===== src/rtl/esu_pkg.sv =====
`timescale 1ns / 1ps
`default_nettype none
// ----------------------------------------------------------------------------
// esu_pkg
// shared types, character codes and digit decoding for the unescaper
// ----------------------------------------------------------------------------
package esu_pkg;

  localparam logic [7:0] CH_BSL = 8'h5C;
  localparam logic [7:0] CH_N   = 8'h6E;
  localparam logic [7:0] CH_R   = 8'h72;
  localparam logic [7:0] CH_T   = 8'h74;
  localparam logic [7:0] CH_X   = 8'h78;
  localparam logic [7:0] CH_D   = 8'h64;
  localparam logic [7:0] CH_LF  = 8'h0A;
  localparam logic [7:0] CH_CR  = 8'h0D;
  localparam logic [7:0] CH_TAB = 8'h09;

  localparam logic [1:0] HEX_DIGITS = 2'd2;
  localparam logic [1:0] DEC_DIGITS = 2'd3;

  // one queued entry: the result words caused by one input word
  typedef struct packed {
    logic       two;
    logic [7:0] b0;
    logic       v0;
    logic [7:0] b1;
    logic       eos;
  } esu_rec_t;

  // bit 4 set when the byte is not a hex digit
  function automatic logic [4:0] hex_val(input logic [7:0] c);
    logic [4:0] r;
    r = 5'h10;
    if (c inside {[8'h30:8'h39]}) r = {1'b0, 4'(c - 8'h30)};
    else if (c inside {[8'h61:8'h66]}) r = {1'b0, 4'(c - 8'h61 + 8'd10)};
    else if (c inside {[8'h41:8'h46]}) r = {1'b0, 4'(c - 8'h41 + 8'd10)};
    return r;
  endfunction

  // bit 4 set when the byte is not a decimal digit
  function automatic logic [4:0] dec_val(input logic [7:0] c);
    logic [4:0] r;
    r = 5'h10;
    if (c inside {[8'h30:8'h39]}) r = {1'b0, 4'(c - 8'h30)};
    return r;
  endfunction

endpackage
`default_nettype wire


===== src/rtl/esu_ifs.sv =====
`timescale 1ns / 1ps
`default_nettype none
// ----------------------------------------------------------------------------
// esu channel interfaces
// valid/ready channels for raw input words and unescaped result words
// ----------------------------------------------------------------------------
interface esu_in_if;
  logic       valid;
  logic       ready;
  logic [7:0] in_byte;
  logic       end_of_string;
  modport source (output valid, output in_byte, output end_of_string, input ready);
  modport sink   (input valid, input in_byte, input end_of_string, output ready);
endinterface

interface esu_out_if;
  logic       valid;
  logic       ready;
  logic [7:0] out_byte;
  logic       byte_valid;
  logic       string_end;
  logic       last;
  modport source (output valid, output out_byte, output byte_valid, output string_end,
                  output last, input ready);
  modport sink   (input valid, input out_byte, input byte_valid, input string_end,
                  input last, output ready);
endinterface
`default_nettype wire


===== src/rtl/esu_front.sv =====
`timescale 1ns / 1ps
`default_nettype none
// ----------------------------------------------------------------------------
// esu_front
// escape parser: takes one raw word per cycle on fire, builds a queue entry
// ----------------------------------------------------------------------------
module esu_front
  import esu_pkg::*;
(
  input  wire logic     clk,
  input  wire logic     rst_n,
  input  wire logic     fire,
  input  wire logic [7:0] c,
  input  wire logic     eos,
  output esu_rec_t      rec,
  output logic          push
);

  localparam logic [1:0] MODE_TEXT = 2'd0;
  localparam logic [1:0] MODE_ESC  = 2'd1;
  localparam logic [1:0] MODE_HEX  = 2'd2;
  localparam logic [1:0] MODE_DEC  = 2'd3;

  logic [1:0] mode_r, mode_nxt;
  logic [1:0] left_r, left_nxt;
  logic [7:0] val_r, val_nxt;

  always_comb begin
    logic [1:0] n;
    logic [7:0] b0, b1;
    logic [4:0] dv;
    logic [7:0] prod;
    logic [1:0] left_dec;
    n        = 2'd0;
    b0       = 8'h00;
    b1       = 8'h00;
    mode_nxt = mode_r;
    left_nxt = left_r;
    val_nxt  = val_r;
    dv       = (mode_r == MODE_HEX) ? hex_val(c) : dec_val(c);
    prod     = (mode_r == MODE_HEX) ? {val_r[3:0], 4'h0} : 8'({val_r, 3'b0} + {val_r, 1'b0});
    left_dec = (left_r != 2'd0) ? left_r - 2'd1 : 2'd0;
    case (mode_r)
      MODE_HEX, MODE_DEC: begin
        if (!dv[4]) begin
          val_nxt  = prod + {4'h0, dv[3:0]};
          left_nxt = left_dec;
          if (left_dec == 2'd0) begin
            b0       = val_nxt;
            n        = 2'd1;
            mode_nxt = MODE_TEXT;
          end
        end else begin
          b0       = val_r;
          n        = 2'd1;
          left_nxt = 2'd0;
          if (c == CH_BSL) begin
            mode_nxt = MODE_ESC;
          end else begin
            mode_nxt = MODE_TEXT;
            b1       = c;
            n        = 2'd2;
          end
        end
      end
      MODE_ESC: begin
        mode_nxt = MODE_TEXT;
        case (c)
          CH_N:   begin b0 = CH_LF;  n = 2'd1; end
          CH_R:   begin b0 = CH_CR;  n = 2'd1; end
          CH_T:   begin b0 = CH_TAB; n = 2'd1; end
          CH_BSL: begin b0 = CH_BSL; n = 2'd1; end
          CH_X: begin
            mode_nxt = MODE_HEX;
            left_nxt = HEX_DIGITS;
            val_nxt  = 8'h00;
          end
          CH_D: begin
            mode_nxt = MODE_DEC;
            left_nxt = DEC_DIGITS;
            val_nxt  = 8'h00;
          end
          default: ;
        endcase
      end
      default: begin
        if (c == CH_BSL) mode_nxt = MODE_ESC;
        else begin
          b0 = c;
          n  = 2'd1;
        end
      end
    endcase
    if (eos) begin
      // pending hex value is flushed at end of string
      if (mode_nxt == MODE_HEX) begin
        if (n == 2'd0) begin
          b0 = val_nxt;
          n  = 2'd1;
        end else begin
          b1 = val_nxt;
          n  = 2'd2;
        end
      end
      mode_nxt = MODE_TEXT;
      left_nxt = 2'd0;
      val_nxt  = 8'h00;
    end
    rec.two = (n == 2'd2);
    rec.b0  = b0;
    rec.v0  = (n != 2'd0);
    rec.b1  = b1;
    rec.eos = eos;
    push    = fire && ((n != 2'd0) || eos);
  end

  always_ff @(posedge clk) begin
    if (!rst_n) begin
      mode_r <= MODE_TEXT;
      left_r <= 2'd0;
      val_r  <= 8'h00;
    end else if (fire) begin
      mode_r <= mode_nxt;
      left_r <= left_nxt;
      val_r  <= val_nxt;
    end
  end

  a_number_has_digits: assert property (@(posedge clk) disable iff (!rst_n)
    (mode_r == MODE_HEX || mode_r == MODE_DEC) |-> left_r != 2'd0)
    else $error("number mode with no digits left");

endmodule
`default_nettype wire


===== src/rtl/esu_queue.sv =====
`timescale 1ns / 1ps
`default_nettype none
// ----------------------------------------------------------------------------
// esu_queue
// two-entry queue between the parser and the output sequencer
// ----------------------------------------------------------------------------
module esu_queue
  import esu_pkg::*;
(
  input  wire logic     clk,
  input  wire logic     rst_n,
  input  wire logic     push,
  input  wire esu_rec_t wr_data,
  output logic          full,
  input  wire logic     pop,
  output esu_rec_t      head,
  output logic          empty
);

  localparam int DEPTH = 2;
  localparam int AW    = $clog2(DEPTH);
  localparam int CW    = $clog2(DEPTH + 1);

  esu_rec_t        q_r [DEPTH];
  logic [AW-1:0]   wr_ptr_r, rd_ptr_r;
  logic [CW-1:0]   count_r, count_nxt;

  assign full  = (count_r == CW'(DEPTH));
  assign empty = (count_r == '0);
  assign head  = q_r[rd_ptr_r];

  always_comb begin
    count_nxt = count_r;
    if (push && !pop) count_nxt = count_r + 1'b1;
    else if (pop && !push) count_nxt = count_r - 1'b1;
  end

  always_ff @(posedge clk) begin
    if (!rst_n) begin
      wr_ptr_r <= '0;
      rd_ptr_r <= '0;
      count_r  <= '0;
    end else begin
      count_r <= count_nxt;
      if (push) wr_ptr_r <= AW'(wr_ptr_r + 1'b1);
      if (pop)  rd_ptr_r <= AW'(rd_ptr_r + 1'b1);
    end
  end

  always_ff @(posedge clk) begin
    if (push) q_r[wr_ptr_r] <= wr_data;
  end

  a_no_push_full: assert property (@(posedge clk) disable iff (!rst_n) push |-> !full)
    else $error("push into full queue");
  a_no_pop_empty: assert property (@(posedge clk) disable iff (!rst_n) pop |-> !empty)
    else $error("pop from empty queue");

endmodule
`default_nettype wire


===== src/rtl/esu_back.sv =====
`timescale 1ns / 1ps
`default_nettype none
// ----------------------------------------------------------------------------
// esu_back
// output sequencer: splits each queued entry into result words
// ----------------------------------------------------------------------------
module esu_back
  import esu_pkg::*;
(
  input  wire logic     clk,
  input  wire logic     rst_n,
  input  wire esu_rec_t head,
  input  wire logic     empty,
  output logic          pop,
  esu_out_if.source     out_m
);

  logic       sel_r;
  logic       out_valid_r;
  logic [7:0] byte_r;
  logic       bval_r, send_r, last_r;
  logic       load, fin;

  assign load = !out_valid_r || out_m.ready;
  assign fin  = sel_r || !head.two;
  assign pop  = load && !empty && fin;

  always_ff @(posedge clk) begin
    if (!rst_n) begin
      sel_r       <= 1'b0;
      out_valid_r <= 1'b0;
    end else if (load) begin
      out_valid_r <= !empty;
      if (!empty) sel_r <= !fin;
    end
  end

  always_ff @(posedge clk) begin
    if (load && !empty) begin
      byte_r <= sel_r ? head.b1 : head.b0;
      bval_r <= sel_r ? 1'b1 : head.v0;
      send_r <= head.eos && fin;
      last_r <= fin;
    end
  end

  assign out_m.valid      = out_valid_r;
  assign out_m.out_byte   = byte_r;
  assign out_m.byte_valid = bval_r;
  assign out_m.string_end = send_r;
  assign out_m.last       = last_r;

  a_second_part_queued: assert property (@(posedge clk) disable iff (!rst_n)
    sel_r |-> !empty && head.two)
    else $error("second word pending without a two-word entry");

endmodule
`default_nettype wire


===== src/rtl/escape_sequence_unescaper_core.sv =====
`timescale 1ns / 1ps
`default_nettype none
// ----------------------------------------------------------------------------
// escape_sequence_unescaper_core
// unescapes a backslash-escaped byte string; barring stalls, one word per cycle
// ----------------------------------------------------------------------------
// in_s carries one raw byte per word with end_of_string on the final byte.
// out_m carries unescaped bytes; last marks the final word caused by an input
// word, string_end the final word of a string, and byte_valid = 0 marks a bare
// end marker when the final input word yields no byte.
// the parser takes one input word per cycle whenever the two-entry queue has
// room; words that yield nothing mid-string leave no trace downstream.
// an accepted input word is written into the queue at the edge that accepts it,
// and the output register loads it from the queue head once that register is free.
// the output sequencer sends one word per cycle while out_m is ready,
// so an input word that yields two bytes (a number cut short by plain text)
// holds its queue entry until both words are sent, and sustained rate drops
// below one per cycle only by those extra words.
// out_m stalls are absorbed by the output register and the queue; once the
// queue is full in_s.ready drops until a word leaves.
// synchronous reset returns the parser to plain text and empties the queue and
// the output register.
// ----------------------------------------------------------------------------
module escape_sequence_unescaper_core
  import esu_pkg::*;
(
  input  wire logic clk,
  input  wire logic rst_n,
  esu_in_if.sink    in_s,
  esu_out_if.source out_m
);

  esu_rec_t rec, head;
  logic     push, pop, full, empty, fire;

  assign in_s.ready = !full;
  assign fire       = in_s.valid && !full;

  esu_front u_front (
    .clk  (clk),
    .rst_n(rst_n),
    .fire (fire),
    .c    (in_s.in_byte),
    .eos  (in_s.end_of_string),
    .rec  (rec),
    .push (push)
  );

  esu_queue u_queue (
    .clk    (clk),
    .rst_n  (rst_n),
    .push   (push),
    .wr_data(rec),
    .full   (full),
    .pop    (pop),
    .head   (head),
    .empty  (empty)
  );

  esu_back u_back (
    .clk  (clk),
    .rst_n(rst_n),
    .head (head),
    .empty(empty),
    .pop  (pop),
    .out_m(out_m)
  );

endmodule
`default_nettype wire


===== src/flat_wrapper.sv =====
// flat-port wrapper written by rule: the top's interface ports become plain ports
module escape_sequence_unescaper_core_flat import esu_pkg::*;
  (clk, rst_n, in_s_valid, in_s_in_byte, in_s_end_of_string, in_s_ready, out_m_valid, out_m_out_byte, out_m_byte_valid, out_m_string_end, out_m_last, out_m_ready);
  esu_in_if in_s_i ();
  esu_out_if out_m_i ();
  input  wire logic clk;
  input  wire logic rst_n;
  input wire logic [$bits(in_s_i.valid)-1:0] in_s_valid;
  input wire logic [$bits(in_s_i.in_byte)-1:0] in_s_in_byte;
  input wire logic [$bits(in_s_i.end_of_string)-1:0] in_s_end_of_string;
  output wire logic [$bits(in_s_i.ready)-1:0] in_s_ready;
  output wire logic [$bits(out_m_i.valid)-1:0] out_m_valid;
  output wire logic [$bits(out_m_i.out_byte)-1:0] out_m_out_byte;
  output wire logic [$bits(out_m_i.byte_valid)-1:0] out_m_byte_valid;
  output wire logic [$bits(out_m_i.string_end)-1:0] out_m_string_end;
  output wire logic [$bits(out_m_i.last)-1:0] out_m_last;
  input wire logic [$bits(out_m_i.ready)-1:0] out_m_ready;
  assign in_s_i.valid = in_s_valid;
  assign in_s_i.in_byte = in_s_in_byte;
  assign in_s_i.end_of_string = in_s_end_of_string;
  assign in_s_ready = in_s_i.ready;
  assign out_m_valid = out_m_i.valid;
  assign out_m_out_byte = out_m_i.out_byte;
  assign out_m_byte_valid = out_m_i.byte_valid;
  assign out_m_string_end = out_m_i.string_end;
  assign out_m_last = out_m_i.last;
  assign out_m_i.ready = out_m_ready;
  escape_sequence_unescaper_core u_core (.clk(clk), .rst_n(rst_n), .in_s(in_s_i), .out_m(out_m_i));
endmodule

===== config.mk =====
export PLATFORM = sky130hd
export DESIGN_NAME = escape_sequence_unescaper_core_flat
export DESIGN_NICKNAME = d
export VERILOG_FILES = /design/src/rtl/esu_pkg.sv /design/src/rtl/esu_ifs.sv /design/src/rtl/esu_front.sv /design/src/rtl/esu_queue.sv /design/src/rtl/esu_back.sv /design/src/rtl/escape_sequence_unescaper_core.sv /design/src/flat_wrapper.sv
export SDC_FILE = /design/constraint.sdc
export NUM_CORES = 1
export LEC_CHECK = 0
export ABC_CLOCK_PERIOD_IN_PS = 7620
export BUFFER_PORTS_ARGS = -buffer_cell sky130_fd_sc_hd__buf_2
export CAP_MARGIN = 20
export CORE_ASPECT_RATIO = 1.75
export CORE_MARGIN = 2
export CORE_UTILIZATION = 60
export DETAILED_ROUTE_END_ITERATION = 10
export PLACE_DENSITY = 0.76
export SLEW_MARGIN = 20
export SYNTH_ARGS = -nofsm -noshare
export SYNTH_HDL_FRONTEND = slang
export SYNTH_HIERARCHICAL = 1
export SYNTH_SLANG_ARGS = --single-unit

===== constraint.sdc =====
create_clock -name clk -period 7.62 [get_ports clk]
set_clock_uncertainty 0.05 [all_clocks]
set_input_delay 0.381 -clock clk [delete_from_list [all_inputs] [get_ports clk]]
set_output_delay 0.381 -clock clk [all_outputs]
set_load 0.02 [all_outputs]

; ---- Yosys cells after proc, flatten, opt, wreduce, memory -nomap -nowiden
; Memory sizes are Yosys's and may differ from the RTL's. A register that Yosys moved wholly into a read port is not among the register bits.
; Index checks and enable logic that the tools add are counted.
[classes]
n_reduce_logical = 32
bitwise_logic = 1
n_addsub = 12
eq_ne = 13
magnitude_cmp = 6
muxes = 51
[op_table]
columns = cell, n
row1 = $mux W8, 16
row2 = $eq A8 B7 Y1 const B, 6
row3 = $pmux W8 S2, 2
row4 = $mux W2, 14
row5 = $pmux W7 S4, 1
row6 = $mux W5, 5
row7 = $pmux W2 S2, 5
row8 = $ge A8 B7 Y1 const B, 2
row9 = $le A8 B7 Y1 const B, 2
row10 = $sub A4 B1 Y4 const B, 3
row11 = $eq A2 B2 Y1 const B, 5
row12 = $logic_and A1 B1 Y1, 10
row13 = $add A4 B4 Y4 const B, 2
row14 = $add A8 B4 Y8, 1
row15 = $add A8 B8 Y8, 1
row16 = $ge A8 B6 Y1 const B, 1
row17 = $le A8 B6 Y1 const B, 1
row18 = $mux W1, 8
row19 = $logic_not A1 Y1, 7
row20 = $logic_not A2 Y1, 3
row21 = $reduce_bool A2 Y1, 3
row22 = $ne A4 B2 Y1 const B, 1
row23 = $reduce_or A2 Y1, 2
row24 = $reduce_or A4 Y1, 1
row25 = 9 further kinds, 13
[word_totals]
inputBits = 13
mem_bits_rw = 38
output_inout_bits = 13
mem_count = 1
wordCells = 128
reg_bits = 29
[memory_table]
columns = memory, depth, word_bits, rd, rd_ports_with_merged_regs, write_ports, line
row1 = u_core.u_queue.q_r, 2, 19, 1, 1, 1, esu_queue.sv:24  ; esu_rec_t q_r [DEPTH];

; ---- Logic depth before layout (Yosys ltp)
[depth]
word_depth = 19
mapped_depth = 15
ltp_nobuf = 13

; ---- Cells and area by module
; The synthesis kept the hierarchy.
[by_module_without_submodules]
columns = module, area_per_inst_um2, cells_per_inst, seq_area_each_um2, instances
row1 = esu_front, 1720.4, 226, 240.2, 1
row2 = esu_queue, 1590.3, 81, 1241.2, 1
row3 = esu_back, 545.5, 33, 370.4, 1
row4 = escape_sequence_unescaper_core, 10.0, 2, 0.0, 1

; ---- Worst setup path after synthesis
; Ideal clock, no wire load.
[synth_path]
kind = in2reg
start = input port in_s_in_byte[0]
end = memory u_core/u_queue/q_r[0][0] (netlist bit), enable pin
t_required_ns = 7.172
path_stages = 10
n_path_buf = 1
setup_ns = 0.398
arrival_time_ns = 2.961
setup_slack_ns = 4.211
cell_sequence = inv_1 > ha_1 > nor3b_1 > nor4_4 > a21oi_4 > buf_6 > nor3_1 > a211o_1 > a21boi_2 > nor2b_1
[synth_via]
elab_chain_cells = 17
elab_cells_between_ends = 41
cone_classes = order compare (6) / eq/ne (7) / mux (20) / reduce/logical (8)
[synth_lines]
columns = item, line
row1 = from (decl), flat_wrapper.sv:9  ; input wire logic [$bits(in_s_i.in_byte)-1:0] in_s_in_byte;
row2 = $ge A8 B7 Y1 or $le A8 B7 Y1 (tied branches), esu_pkg.sv:37  ; else if (c inside {[8'h41:8'h46]}) r = {1'b0, 4'(c - 8'h41 + 8'd10)};
row3 = $logic_and A1 B1 Y1, esu_pkg.sv:37
row4 = $mux W5, esu_pkg.sv:37
row5 = $mux W5, esu_pkg.sv:36  ; else if (c inside {[8'h61:8'h66]}) r = {1'b0, 4'(c - 8'h61 + 8'd10)};
row6 = $mux W5, esu_pkg.sv:35  ; if (c inside {[8'h30:8'h39]}) r = {1'b0, 4'(c - 8'h30)};
row7 = $mux W5, esu_front.sv:40  ; dv = (mode_r == MODE_HEX) ? hex_val(c) : dec_val(c);
row8 = $mux W2, esu_front.sv:45  ; if (!dv[4]) begin
row9 = $pmux W2 S2, esu_front.sv:43  ; case (mode_r)
row10 = (+2 left out), -
row11 = $mux W2, esu_front.sv:96  ; if (mode_nxt == MODE_HEX) begin
row12 = $mux W2 *, esu_front.sv:94  ; if (eos) begin
row13 = $reduce_bool A2 Y1 *, esu_front.sv:114  ; push = fire && ((n != 2'd0) || eos);
row14 = $logic_or A1 B1 Y1 *, esu_front.sv:114
row15 = $logic_and A1 B1 Y1 *, esu_front.sv:114
row16 = via u_core.push, escape_sequence_unescaper_core.sv:34  ; logic push, pop, full, empty, fire;
row17 = $mux W1 *, esu_queue.sv:51  ; if (push) q_r[wr_ptr_r] <= wr_data;
row18 = $mux W1 (not written as such) *, esu_queue.sv:51
row19 = to (decl), esu_queue.sv:24
; Mark *: on every way through the listed nets, which the timed path passes. The rest lies on a longest branch.

==> results.tsv <==
metric	value	unit
status	finished clean	
cts_hold_buf	0	
final_nets	393	
dp_hpwl	6.17	mm
dieArea	0.00713	mm2
syn_to_final_growth	9.55	%
place_congestion	0.978	
fp.coreArea	0.00623	mm2
grt_pass1_vias	2831	
whs	0.290	ns
fp.dieW	64.7	um
cts_buffer_depth	2	
rr_startpoint	u_core/u_front/mode_r[1]	
maxSlewHeadroom	0.310	
synth_cell_types	70	
hold_viol	0	
n_antenna_cell	0	
hold_path_class	in -> reg	
drive_gt1_frac	0.232	
drtIter0Drc	267	
worstPathMaxFanout	24	
final_area	0.00424	mm2
grt.total_usage	0.263	
grt_pass1_wl	13.8	mm
ys.flop_type	edfxtp_1	
io_buffer_count	25	
clkPwrFrac	0.300	
antenna_found_initial	0	
yosysSeqAreaShare	0.479	
clk_latency	0.35	ns
r2r_cells	11	
post-route-period-util	0.519	
r2r-end	u_core/u_queue/q_r[1][16]	
htreeDepth	3	
yosysWarnings	6	
cts_resized	0	
initial_utilization	0.621	
path_clk_slew	0.07	ns
async_flop_share	0	
final_cell_mix	49 x edfxtp_1, 27 x mux2_2, 25 x buf_2, 25 x nand2_1, 19 x dfxtp_1	
avgViaCountPerCell	6.04	
p_per_area	257	mW/mm2
rsz0062_at_grt	false	
io_pins	26	
postSynthAreaPerCell	11.3	um2
max_stage_delay	0.83	ns
setup_tns	0	ns
max_freq	253	MHz
critPathSlowestCell	dfxtp_1	
wire_per_inst	18.5	um
synth_edf_count	49	
tritoncts	built	
route.antenna.remaining_nets	0	
cp-endpoint	u_core/u_queue/q_r[1][16]	
p_seq_frac	0.472	
synth_area	0.00387	mm2
cap_violations	0	
critical_path_depth	11	
cts_setup_buffers	0	
vias	2725	
p_int	0.788	mW
path_delay_family	simple AND/OR/NAND/NOR gates	
placed_area	0.00402	mm2
p_sw	0.301	mW
cts_buffers	9	
combPwrFrac	0.228	
setup_viol	0	
arrival	4.08	ns
dieHeight	110	um
layout_commonest_cell	edfxtp_1	
reg2reg_slack	3.67	ns
tightest_slew	1.03	ns
critPathLaunch	u_core/u_front/mode_r[1]	
syn_inst	342	
ir_drop	0.123	mV
power.leakage	1.54	nW
end_kind	register	
required	7.75	ns
critPathBufInv	0	
p_sw_frac	0.276	
wl	8.32	mm
crit_type	reg -> reg	
cp_cell_sequence	nand2b_1 -> nor4_4 -> a21oi_4 -> nor2_1 -> ha_1 -> a21o_1 -> a21oi_1 -> nor3_1 -> xor2_1 -> o221a_2 -> o22ai_1	
ys_ff_latch	68	
start_kind	register	
route.detailed.drc	0	
firstDrtPassIters	4	
fin_crit	3.95	ns
placementRows	38	
slew_violations	0	
cts_sinks	68	
root_buffer	clkbuf_8	
gr-total-overflow	0	
grt_max_degree	25	
synthesis.nets	369	
==> power groups by stage <==
| stage | combinational [mW] | clock (mW) | sequential, mW |
|---|---|---|---|
| 6_report | 0.249 | 0.326 | 0.513 |
| 5_1_grt | 0.271 | 0.346 | 0.522 |
| 4_1_cts | 0.252 | 0.331 | 0.516 |
| 3_5_place_dp | 0.250 | 0 | 0.525 |
| 3_3_place_gp | 0.246 | 0 | 0.521 |
| 2_1_floorplan | 0.172 | 0 | 0.537 |
==> cell type report <==
class                           instances  area, um2
Tap cell                               80        100
Multi-Input combinational cell        248       1880
Clock inverter                          4       73.8
Inverter                               13       48.8
Clock buffer                           12        145
Sequential cell                        68       1850
Fill cell                             489       1990
Timing Repair Buffer                   26        133
==> through the flow <==
stage	std cells	utilization	worst slack, ns	total power [mW]
floorplan	342	-	4.21	0.709
global placement	435	0.645	3.88	0.767
detailed placement	435	0.645	3.74	0.775
CTS	451	0.680	3.73	1.10
global route	451	0.680	3.33	1.14
finish	451	0.680	3.67	1.09
==> flip-flops by register name (all words and copies together) (netlist names), named ones only <==
register and count:
u_core/u_queue/count_r 2, u_core/u_back/sel_r 1, u_core/u_back/out_m.out_byte 8, u_core/u_back/out_m.last 1, u_core/u_back/out_m.byte_valid 1, u_core/u_queue/q_r 38
u_core/u_back/out_m.string_end 1, u_core/u_front/left_r 2, u_core/u_front/mode_r 2, u_core/u_queue/wr_ptr_r 1, u_core/u_front/val_r 8, u_core/u_queue/rd_ptr_r 1
u_core/u_back/out_m.valid 1
==> worst min path at each step <==
stage                                    startpoint  cells after the start                        end  slack (ns)
after floorplan             u_core/u_front/val_r[7]                      2    u_core/u_front/val_r[7]        0.39
after global placement    u_core/u_queue/count_r[1]                      2  u_core/u_queue/count_r[1]        0.43
after detailed placement  u_core/u_queue/count_r[1]                      2  u_core/u_queue/count_r[1]        0.45
after CTS                        in_s_end_of_string                      1   u_core/u_queue/q_r[1][0]        0.28
after global routing             in_s_end_of_string                      1   u_core/u_queue/q_r[1][0]        0.29
final                            in_s_end_of_string                      1   u_core/u_queue/q_r[1][0]        0.29
==> synthesized netlist by cell type (2+ instances only) <==
library cell | count | share of area
nand3b_1 | 4 | 0.0078
nand4b_1 | 2 | 0.0045
o21ai_0 | 15 | 0.019
a21boi_0 | 2 | 0.0039
a32oi_1 | 3 | 0.0068
nand2_1 | 25 | 0.024
nor3_1 | 14 | 0.018
or3_1 | 2 | 0.0032
nand2b_1 | 3 | 0.0049
mux2i_1 | 4 | 0.010
o22ai_1 | 5 | 0.0081
nor2b_1 | 12 | 0.019
inv_1 | 11 | 0.011
ha_1 | 12 | 0.039
buf_4 | 3 | 0.0058
o31ai_1 | 2 | 0.0039
and3_1 | 3 | 0.0049
a22oi_1 | 5 | 0.0097
a21oi_1 | 13 | 0.017
and2_1 | 13 | 0.021
mux2_2 | 27 | 0.079
a32o_1 | 2 | 0.0052
fa_1 | 2 | 0.010
nor3b_1 | 2 | 0.0039
nand2b_4 | 2 | 0.0071
buf_6 | 2 | 0.0058
xnor2_1 | 8 | 0.018
a21o_1 | 4 | 0.0078
dfxtp_1 | 19 | 0.098
o221ai_1 | 2 | 0.0045
nor2_1 | 17 | 0.017
xor2_1 | 5 | 0.011
edfxtp_1 | 49 | 0.38
a21boi_1 | 2 | 0.0039
clkbuf_1 | 2 | 0.0019
nand3_1 | 3 | 0.0039
buf_2 | 6 | 0.0078
o21a_1 | 3 | 0.0058
==> routing by layer <==
| metal | up-vias | track usage | part of all wire | wire [um] |
|---|---|---|---|---|
| met3 | 36 | 0.0558 | 0.039 | 321 |
| met5 | - | 0 | 0 | 0 |
| met1 | 1282 | 0.267 | 0.37 | 3040 |
| met2 | 86 | 0.481 | 0.54 | 4470 |
| met4 | 0 | 0.173 | 0.059 | 488 |
| li1 | 1321 | - | - | - |
==> cells by family (layout without fill, tap and decap cells) <==
group / count (synthesis) / count (layout) / share of synthesized area
fa+ha+maj: 14 / 14 / 0.0492
compound gates: 77 / 77 / 0.148
mux: 31 / 31 / 0.0890
xor+xnor: 13 / 13 / 0.0295
simple gates: 113 / 113 / 0.172
buf+inv: 26 / 55 / 0.0340
flops: 68 / 68 / 0.479
No activity file was read; power rests on OpenSTA's default activity.
